**src/rtl/cpc_pkg.sv**
```systemverilog
`timescale 1ns / 1ps
// ----------------------------------------------------------------------------
// cpc_pkg: shared types, constants and helpers of the clutched position clamp
// all positions are signed Q16.8 mm in 24 bits
// ----------------------------------------------------------------------------
package cpc_pkg;

	localparam int unsigned POS_W   = 24;
	localparam int unsigned SCALE_W = 12;
	localparam int unsigned LIMIT_W = 23;
	localparam int unsigned IDX_W   = 3;
	// working width for intermediate sums and rounding
	localparam int unsigned WIDE_W  = 38;
	localparam int unsigned PROD_W  = POS_W + SCALE_W + 1;
	localparam int unsigned FRAC_W  = 8;

	typedef logic signed [POS_W-1:0]  pos_t;
	typedef logic signed [WIDE_W-1:0] wide_t;
	typedef logic [SCALE_W-1:0]       scale_t;
	typedef logic [LIMIT_W-1:0]       limit_t;

	localparam pos_t POS_MAX = pos_t'(24'sh7FFFFF);
	localparam pos_t POS_MIN = pos_t'(24'sh800000);

	localparam scale_t SCALE_RST   = scale_t'(12'd256);
	localparam limit_t LIMIT_X_RST = limit_t'(23'd51200);
	localparam limit_t LIMIT_Y_RST = limit_t'(23'd51200);
	localparam limit_t LIMIT_Z_RST = limit_t'(23'd25600);

	// rounding constant: one half of the Q4.8 scale unit
	localparam wide_t ROUND_HALF = wide_t'(128);

	typedef enum logic [IDX_W-1:0] {
		REG_HOME_X  = 3'd0,
		REG_HOME_Y  = 3'd1,
		REG_HOME_Z  = 3'd2,
		REG_SCALE   = 3'd3,
		REG_LIMIT_X = 3'd4,
		REG_LIMIT_Y = 3'd5,
		REG_LIMIT_Z = 3'd6
	} reg_idx_t;

	// per-beat control from the top level to each axis
	typedef struct packed {
		logic en;
		logic pressed;
		logic hold_ended;
	} axis_ctl_t;

	function automatic pos_t sat24(input wide_t v);
		pos_t r;
		if (v > wide_t'(POS_MAX)) begin
			r = POS_MAX;
		end else if (v < wide_t'(POS_MIN)) begin
			r = POS_MIN;
		end else begin
			r = v[POS_W-1:0];
		end
		return r;
	endfunction

endpackage

```
**src/rtl/cpc_scale.sv**
```systemverilog
`timescale 1ns / 1ps
// ----------------------------------------------------------------------------
// cpc_scale: home subtract and motion scaling of one axis
// two pipeline stages: product, then round to nearest and saturate
// ----------------------------------------------------------------------------
module cpc_scale (
	input  logic          clk,
	input  logic          load_s2,
	input  logic          load_s3,
	input  cpc_pkg::pos_t raw_s1,
	input  cpc_pkg::pos_t home,
	input  cpc_pkg::scale_t scale,
	output cpc_pkg::pos_t pos_s3
);

	logic signed [cpc_pkg::PROD_W-1:0] prod_c;
	logic signed [cpc_pkg::PROD_W-1:0] prod_s2;
	cpc_pkg::pos_t  diff_c;
	cpc_pkg::wide_t rnd_c;
	cpc_pkg::wide_t shr_c;
	logic signed [cpc_pkg::SCALE_W:0] scale_sgn;

	assign diff_c    = cpc_pkg::sat24(cpc_pkg::wide_t'(raw_s1) - cpc_pkg::wide_t'(home));
	assign scale_sgn = $signed({1'b0, scale});
	assign prod_c    = cpc_pkg::PROD_W'(diff_c) * cpc_pkg::PROD_W'(scale_sgn);

	// ties go toward plus infinity: add one half, then floor
	assign rnd_c = cpc_pkg::wide_t'(prod_s2) + cpc_pkg::ROUND_HALF;
	assign shr_c = rnd_c >>> cpc_pkg::FRAC_W;

	always_ff @(posedge clk) begin
		if (load_s2) begin
			prod_s2 <= prod_c;
		end
		if (load_s3) begin
			pos_s3 <= cpc_pkg::sat24(shr_c);
		end
	end

endmodule

```
**src/rtl/cpc_axis.sv**
```systemverilog
`timescale 1ns / 1ps
// ----------------------------------------------------------------------------
// cpc_axis: clip, clamp and clutch state of one axis
// the held output register doubles as the output payload register
// ----------------------------------------------------------------------------
module cpc_axis (
	input  logic               clk,
	input  logic               arst_n,
	input  cpc_pkg::axis_ctl_t ctl,
	input  cpc_pkg::pos_t      pos,
	input  cpc_pkg::limit_t    limit,
	output cpc_pkg::pos_t      held
);

	cpc_pkg::pos_t clip_q;
	cpc_pkg::pos_t clutch_q;
	cpc_pkg::pos_t grab_q;
	cpc_pkg::pos_t disp_q;
	cpc_pkg::pos_t held_q;

	logic signed [cpc_pkg::POS_W:0] lim_pos;
	logic signed [cpc_pkg::POS_W:0] lim_neg;
	cpc_pkg::pos_t cur_c;
	cpc_pkg::pos_t cur_f;
	cpc_pkg::pos_t clip_hi;
	cpc_pkg::pos_t clip_lo;
	logic          over;
	logic          under;

	assign lim_pos = $signed({2'b00, limit});
	assign lim_neg = -lim_pos;

	assign cur_c = cpc_pkg::sat24(cpc_pkg::wide_t'(pos) - cpc_pkg::wide_t'(clip_q)
		- cpc_pkg::wide_t'(clutch_q));
	assign over  = ((cpc_pkg::POS_W+1)'(cur_c) > lim_pos);
	assign under = ((cpc_pkg::POS_W+1)'(cur_c) < lim_neg);

	// clip offset chosen so the clamped value is reached exactly
	assign clip_hi = cpc_pkg::sat24(cpc_pkg::wide_t'(pos) - cpc_pkg::wide_t'(clutch_q)
		- cpc_pkg::wide_t'(lim_pos));
	assign clip_lo = cpc_pkg::sat24(cpc_pkg::wide_t'(pos) - cpc_pkg::wide_t'(clutch_q)
		+ cpc_pkg::wide_t'(lim_pos));

	always_comb begin
		if (over) begin
			cur_f = lim_pos[cpc_pkg::POS_W-1:0];
		end else if (under) begin
			cur_f = lim_neg[cpc_pkg::POS_W-1:0];
		end else begin
			cur_f = cur_c;
		end
	end

	always_ff @(posedge clk or negedge arst_n) begin
		if (!arst_n) begin
			clip_q   <= '0;
			clutch_q <= '0;
			grab_q   <= '0;
			disp_q   <= '0;
			held_q   <= '0;
		end else if (ctl.en) begin
			if (over) begin
				clip_q <= clip_hi;
			end else if (under) begin
				clip_q <= clip_lo;
			end
			if (!ctl.pressed && !ctl.hold_ended) begin
				// first released beat after a hold
				clutch_q <= cpc_pkg::sat24(cpc_pkg::wide_t'(clutch_q)
					+ cpc_pkg::wide_t'(disp_q));
			end else if (!ctl.pressed) begin
				held_q <= cur_f;
				grab_q <= cur_f;
			end
			if (ctl.pressed) begin
				disp_q <= cpc_pkg::sat24(cpc_pkg::wide_t'(cur_f) - cpc_pkg::wide_t'(grab_q));
			end
		end
	end

	assign held = held_q;

endmodule

```
**src/rtl/clutched_position_clamp_top.sv**
```systemverilog
`timescale 1ns / 1ps
// ----------------------------------------------------------------------------
// clutched_position_clamp_top: three-axis stylus position clamp with clutch
// scales the homed position, clamps each axis and holds output while clutched
// ----------------------------------------------------------------------------
//  channel  | signals                                   | dir
//  ---------+-------------------------------------------+-----
//  input    | in_valid, in_stall, raw_x/y/z, clutch_pressed | in
//  output   | out_valid, out_stall, out_x/y/z, holding  | out
//  config   | cfg_we, cfg_index, cfg_data               | in
//
//  one beat per cycle in and out while the output is not stalled; the accepting
//  edge loads the input register, and from there the beat passes through the product,
//  rounding and state/output registers, the last of which drives the output
//  the axis state loop (clip, clamp, clutch) closes within the output register stage
//  reset clears config to defaults, offsets to zero, all valid bits low
//  each stage advances when empty or when the next one moves, so in_stall
//  rises only when every stage holds a beat and the output is stalled
// ----------------------------------------------------------------------------
module clutched_position_clamp_top (
	input  logic                               clk,
	input  logic                               arst_n,
	input  logic                               in_valid,
	output logic                               in_stall,
	input  logic signed [cpc_pkg::POS_W-1:0]   raw_x,
	input  logic signed [cpc_pkg::POS_W-1:0]   raw_y,
	input  logic signed [cpc_pkg::POS_W-1:0]   raw_z,
	input  logic                               clutch_pressed,
	output logic                               out_valid,
	input  logic                               out_stall,
	output logic signed [cpc_pkg::POS_W-1:0]   out_x,
	output logic signed [cpc_pkg::POS_W-1:0]   out_y,
	output logic signed [cpc_pkg::POS_W-1:0]   out_z,
	output logic                               holding,
	input  logic                               cfg_we,
	input  logic [cpc_pkg::IDX_W-1:0]          cfg_index,
	input  logic [cpc_pkg::POS_W-1:0]          cfg_data
);

	cpc_pkg::pos_t   home_x_q, home_y_q, home_z_q;
	cpc_pkg::scale_t scale_q;
	cpc_pkg::limit_t limit_x_q, limit_y_q, limit_z_q;

	cpc_pkg::pos_t raw_x_s1, raw_y_s1, raw_z_s1;
	logic          pressed_s1, pressed_s2, pressed_s3;
	logic          valid_s1, valid_s2, valid_s3;
	logic          out_valid_q, holding_q, hold_ended_q;

	cpc_pkg::pos_t pos_x_s3, pos_y_s3, pos_z_s3;

	logic out_free, free_s3, free_s2, free_s1;
	logic adv_s1, adv_s2, adv_s3, in_acc;
	cpc_pkg::axis_ctl_t ctl;

	// stage handshake
	assign out_free = !out_valid_q || !out_stall;
	assign adv_s3   = valid_s3 && out_free;
	assign free_s3  = !valid_s3 || out_free;
	assign adv_s2   = valid_s2 && free_s3;
	assign free_s2  = !valid_s2 || free_s3;
	assign adv_s1   = valid_s1 && free_s2;
	assign free_s1  = !valid_s1 || free_s2;
	assign in_stall = !free_s1;
	assign in_acc   = in_valid && free_s1;

	always_ff @(posedge clk or negedge arst_n) begin
		if (!arst_n) begin
			home_x_q  <= '0;
			home_y_q  <= '0;
			home_z_q  <= '0;
			scale_q   <= cpc_pkg::SCALE_RST;
			limit_x_q <= cpc_pkg::LIMIT_X_RST;
			limit_y_q <= cpc_pkg::LIMIT_Y_RST;
			limit_z_q <= cpc_pkg::LIMIT_Z_RST;
		end else if (cfg_we) begin
			unique case (cpc_pkg::reg_idx_t'(cfg_index))
				cpc_pkg::REG_HOME_X:  home_x_q  <= cfg_data;
				cpc_pkg::REG_HOME_Y:  home_y_q  <= cfg_data;
				cpc_pkg::REG_HOME_Z:  home_z_q  <= cfg_data;
				cpc_pkg::REG_SCALE:   scale_q   <= cfg_data[cpc_pkg::SCALE_W-1:0];
				cpc_pkg::REG_LIMIT_X: limit_x_q <= cfg_data[cpc_pkg::LIMIT_W-1:0];
				cpc_pkg::REG_LIMIT_Y: limit_y_q <= cfg_data[cpc_pkg::LIMIT_W-1:0];
				cpc_pkg::REG_LIMIT_Z: limit_z_q <= cfg_data[cpc_pkg::LIMIT_W-1:0];
				default: ;
			endcase
		end
	end

	always_ff @(posedge clk or negedge arst_n) begin
		if (!arst_n) begin
			valid_s1     <= 1'b0;
			valid_s2     <= 1'b0;
			valid_s3     <= 1'b0;
			out_valid_q  <= 1'b0;
			holding_q    <= 1'b0;
			hold_ended_q <= 1'b1;
		end else begin
			if (in_acc) begin
				valid_s1 <= 1'b1;
			end else if (adv_s1) begin
				valid_s1 <= 1'b0;
			end
			if (adv_s1) begin
				valid_s2 <= 1'b1;
			end else if (adv_s2) begin
				valid_s2 <= 1'b0;
			end
			if (adv_s2) begin
				valid_s3 <= 1'b1;
			end else if (adv_s3) begin
				valid_s3 <= 1'b0;
			end
			out_valid_q <= adv_s3 || (out_valid_q && out_stall);
			if (adv_s3) begin
				holding_q    <= pressed_s3;
				hold_ended_q <= !pressed_s3;
			end
		end
	end

	always_ff @(posedge clk) begin
		if (in_acc) begin
			raw_x_s1   <= raw_x;
			raw_y_s1   <= raw_y;
			raw_z_s1   <= raw_z;
			pressed_s1 <= clutch_pressed;
		end
		if (adv_s1) begin
			pressed_s2 <= pressed_s1;
		end
		if (adv_s2) begin
			pressed_s3 <= pressed_s2;
		end
	end

	cpc_scale u_scale_x (
		.clk     (clk),
		.load_s2 (adv_s1),
		.load_s3 (adv_s2),
		.raw_s1  (raw_x_s1),
		.home    (home_x_q),
		.scale   (scale_q),
		.pos_s3  (pos_x_s3)
	);

	cpc_scale u_scale_y (
		.clk     (clk),
		.load_s2 (adv_s1),
		.load_s3 (adv_s2),
		.raw_s1  (raw_y_s1),
		.home    (home_y_q),
		.scale   (scale_q),
		.pos_s3  (pos_y_s3)
	);

	cpc_scale u_scale_z (
		.clk     (clk),
		.load_s2 (adv_s1),
		.load_s3 (adv_s2),
		.raw_s1  (raw_z_s1),
		.home    (home_z_q),
		.scale   (scale_q),
		.pos_s3  (pos_z_s3)
	);

	assign ctl.en         = adv_s3;
	assign ctl.pressed    = pressed_s3;
	assign ctl.hold_ended = hold_ended_q;

	cpc_axis u_axis_x (
		.clk    (clk),
		.arst_n (arst_n),
		.ctl    (ctl),
		.pos    (pos_x_s3),
		.limit  (limit_x_q),
		.held   (out_x)
	);

	cpc_axis u_axis_y (
		.clk    (clk),
		.arst_n (arst_n),
		.ctl    (ctl),
		.pos    (pos_y_s3),
		.limit  (limit_y_q),
		.held   (out_y)
	);

	cpc_axis u_axis_z (
		.clk    (clk),
		.arst_n (arst_n),
		.ctl    (ctl),
		.pos    (pos_z_s3),
		.limit  (limit_z_q),
		.held   (out_z)
	);

	assign out_valid = out_valid_q;
	assign holding   = holding_q;

`ifndef SYNTHESIS
	// input backs up only when every stage is full and the output is stalled
	a_stall_full: assert property (@(posedge clk) disable iff (!arst_n)
		in_stall |-> (valid_s1 && valid_s2 && valid_s3 && out_valid_q && out_stall))
		else $error("input stalled with a free pipeline stage");

	// output holds during a clutched beat
	a_hold_stable: assert property (@(posedge clk) disable iff (!arst_n)
		(adv_s3 && pressed_s3) |=> ($stable(out_x) && $stable(out_y) && $stable(out_z)))
		else $error("output moved while clutch held");

	// the release beat leaves the output as it is: it folds in the clutch offset and may move the clip offset
	a_release_stable: assert property (@(posedge clk) disable iff (!arst_n)
		(adv_s3 && !pressed_s3 && !hold_ended_q)
		|=> ($stable(out_x) && $stable(out_y) && $stable(out_z)))
		else $error("output moved on the release beat");

	// a following beat lands inside the x workspace
	a_x_in_limit: assert property (@(posedge clk) disable iff (!arst_n)
		(adv_s3 && !pressed_s3 && hold_ended_q && $stable(limit_x_q))
		|=> (($signed({out_x[cpc_pkg::POS_W-1], out_x}) <= $signed({2'b00, limit_x_q}))
		&& ($signed({out_x[cpc_pkg::POS_W-1], out_x}) >= -$signed({2'b00, limit_x_q}))))
		else $error("x output outside workspace limit");
`endif

endmodule
```
**config.mk**
```make
export PLATFORM = sky130hd
export DESIGN_NAME = clutched_position_clamp_top
export DESIGN_NICKNAME = d
export VERILOG_FILES = /design/src/rtl/cpc_pkg.sv /design/src/rtl/cpc_scale.sv /design/src/rtl/cpc_axis.sv /design/src/rtl/clutched_position_clamp_top.sv
export SDC_FILE = /design/constraint.sdc
export NUM_CORES = 2
export LEC_CHECK = 0
export BUFFER_PORTS_ARGS = -buffer_cell sky130_fd_sc_hd__clkbuf_2
export CAP_MARGIN = 0
export CORE_MARGIN = 2
export CORE_UTILIZATION = 35
export CTS_CLUSTER_DIAMETER = 50
export DETAILED_ROUTE_END_ITERATION = 6
export GPL_TIMING_DRIVEN = 0
export PLACE_DENSITY = 0.6
export SLEW_MARGIN = 20
export SYNTH_ARGS = -nofsm -noshare
export SYNTH_HDL_FRONTEND = slang
export SYNTH_HIERARCHICAL = 1
export SYNTH_SLANG_ARGS = --single-unit
```
**constraint.sdc**
```tcl
create_clock -name clk -period 16.5 [get_ports clk]
set_clock_uncertainty 0.2 [all_clocks]
set_input_delay 3.3 -clock clk [delete_from_list [all_inputs] [get_ports clk]]
set_output_delay 3.3 -clock clk [all_outputs]
set_load 0.01 [all_outputs]
```
==> results.json <==
{
  "tns_ns": 0,
  "route.detailed.drc": 0,
  "cts_buffers": 140,
  "overflow": 0,
  "gp_congestion": 0.978,
  "wire_per_inst_um": 22.3,
  "maxCapViolCount": 0,
  "dp_hpwl_mm": 274,
  "critPathLaunchType": "register",
  "fp.dieH_um": 527,
  "tightestPinTransition_ns": 1.12,
  "yosysWarningCount": 6,
  "hold_path_depth": 0,
  "num-nets-final": 13300,
  "layout_commonest_cell": "inv_1",
  "end_kind": "register",
  "track_usage": 0.238,
  "synth_top_area_cell": "fa_1",
  "async_flop_share": 0.654,
  "worst_slack_ns": 5.41,
  "syn_inst": 11100,
  "core_um2": 273000,
  "top_layer": "met5",
  "wl_met3_mm": 24.7,
  "hold_buffers": 0,
  "post_drt_via_cell_ratio": 5.40,
  "crit_path_top_delay_cell": "a311oi_1",
  "clk_transition_reported_paths_ns": 0.06,
  "dp.cells": 14900,
  "io_buffers": 179,
  "hold_ws_ns": 0.229,
  "clock_latency_ns": 0.85,
  "slew_headroom": 0.253,
  "synth_area_leaders": "fa_1 18%, ha_1 12%, dfrtp_1 11%",
  "synth_edf_count": 237,
  "die-area_um2": 278000,
  "clock_sinks": 684,
  "fin_crit_ns": 11.09,
  "path_class": "reg -> reg",
  "path_max_fanout": 10,
  "num_vias": 81800,
  "worstRegToRegCells": 37,
  "start_util": 0.351,
  "drt_wl_total_mm": 337,
  "drive_gt1_frac": 0.0893,
  "first_global_vias": 80100,
  "maxSlewViolCount": 0,
  "avgSynthCellArea_um2": 8.65,
  "synth_ff_type": "dfrtp_1",
  "setup_viol": 0,
  "ant_nets": 0,
  "post-cts-setup-buffers": 0,
  "finalHoldViolCount": 0,
  "synth_top_area_frac": 0.180,
  "htreeDepth": 4,
  "max_freq_ghz": 0.0901,
  "cts_resized": 0,
  "rsz0062_at_grt": "false",
  "final_cell_mix": "1680 x inv_1, 918 x nand2_1, 894 x ha_1",
  "ys_ff_latch": 684,
  "pre_cts_slack_ns": 5.50,
  "row_count": 192,
  "reg_top3": "u_scale_x/prod_s2: 30 flops, u_scale_y/prod_s2: 30 flops, u_scale_z/prod_s2: 30 flops",
  "areaGrowthSynthToFinish_pct": 11.2,
  "grt_max_degree": 81,
  "min_period_over_period": 0.672,
  "grt_antenna_before_repair": 25,
  "max_stage_delay_ns": 0.74,
  "cts_tree": "yes",
  "drt_iter0_markers": 7159,
  "die_w_um": 527,
  "io_pins": 180,
  "hold_class": "reg -> reg",
  "cts_buffer_depth": 4,
  "dr.pass1.iters": 6,
  "status": "complete, no violations",
  "critPathRequiredTime_ns": 17.01,
  "synth-seq-area-share": 0.191,
  "grt_pass1_wl_mm": 506,
  "dr_wl_met2_mm": 150,
  "cts_root_buf": "clkbuf_16",
  "syn-num-nets": 12900,
  "arrival_ns": 11.60,
  "fin_cells": 15200,
  "syn_area_um2": 95800,
  "path_common_cell": "o21ai_0",
  "wl_met1_mm": 151,
  "ys_types": 137
}
synth_stat cells (44+ instances only):
cell type	instances
o21ai_0	617
or3_1	61
nor2b_1	118
nand3_1	171
nand2_1	918
ha_1	894
edfxtp_1	237
nor2_1	606
a31oi_1	105
nor3_1	218
dfrtp_1	436
a211oi_1	65
inv_1	1680
buf_2	106
o21ai_1	45
mux2_2	156
and2_1	456
or2_2	44
a21o_1	226
o211ai_1	63
xor2_1	180
a211oi_2	67
nand2b_1	74
o21bai_1	82
xnor2_1	445
and3_1	76
o21a_1	112
nand4_1	101
fa_1	861
o31ai_1	66
clkbuf_1	270
a21oi_1	703
cell type report:
type / instances / area, µm²
clock buffer: 168 / 3800
multi-input combinational: 8265 / 69100
tap: 3589 / 4490
timing repair buffer: 197 / 1330
fill: 27800 / 166000
inverter: 1686 / 6330
antenna: 36 / 90.1
clock inverter: 85 / 933
buffer: 445 / 2080
sequential: 684 / 18300
metal layers:
metal,GRT usage,vias up
li1,-,38300
met1,0.332,40000
met2,0.371,2965
met3,0.0379,528
met4,0.0864,8
met5,0,-
metrics by stage:
stage | cell area, µm² | utilization
2_1_floorplan | 95800 | -
3_3_place_gp | 101000 | 0.371
3_5_place_dp | 102000 | 0.373
4_1_cts | 106000 | 0.390
5_1_grt | 106000 | 0.390
6_report | 106000 | 0.390
path summary, 6_finish.rpt:
| check | from | to | slack, ns |
|---|---|---|---|
| setup / recovery | u_scale_z/pos_s3[0] | u_axis_z/disp_q[11] | 5.41 |
| hold / removal | pressed_s1 | pressed_s2 | 0.23 |
| setup reg to reg | u_scale_z/pos_s3[0] | u_axis_z/disp_q[11] | 5.41 |
| max in group asynchronous | arst_n | home_y_q[5] | 12.10 |
| min in group asynchronous | arst_n | u_axis_x/disp_q[3] | 2.26 |
| hold reg to reg | pressed_s1 | pressed_s2 | 0.23 |
worst max-delay path: cells and delay by family, from the launching register on:
family | cells | cell delay, ns
compound gates | 17 | 5.10
simple gates | 12 | 2.38
fa+ha+maj | 5 | 1.99
buf+inv | 3 | 0.76
flops | 1 | 0.54
cell families (layout without fill, tap and decap cells):
| group | count (synthesis) | in the layout | share of synthesized area |
|---|---|---|---|
| compound gates | 2609 | 2609 | 0.181 |
| xor+xnor | 625 | 625 | 0.0571 |
| fa+ha+maj | 1800 | 1800 | 0.301 |
| buf+inv | 2131 | 2581 | 0.0878 |
| flops | 684 | 684 | 0.191 |
| mux | 187 | 187 | 0.0221 |
| other cells | 0 | 36 | 0 |
| simple gates | 3044 | 3044 | 0.160 |
Power is left out: the tool's default activity adds up to more than one toggle a clock period on the data nets, which glitch-free logic cannot reach.
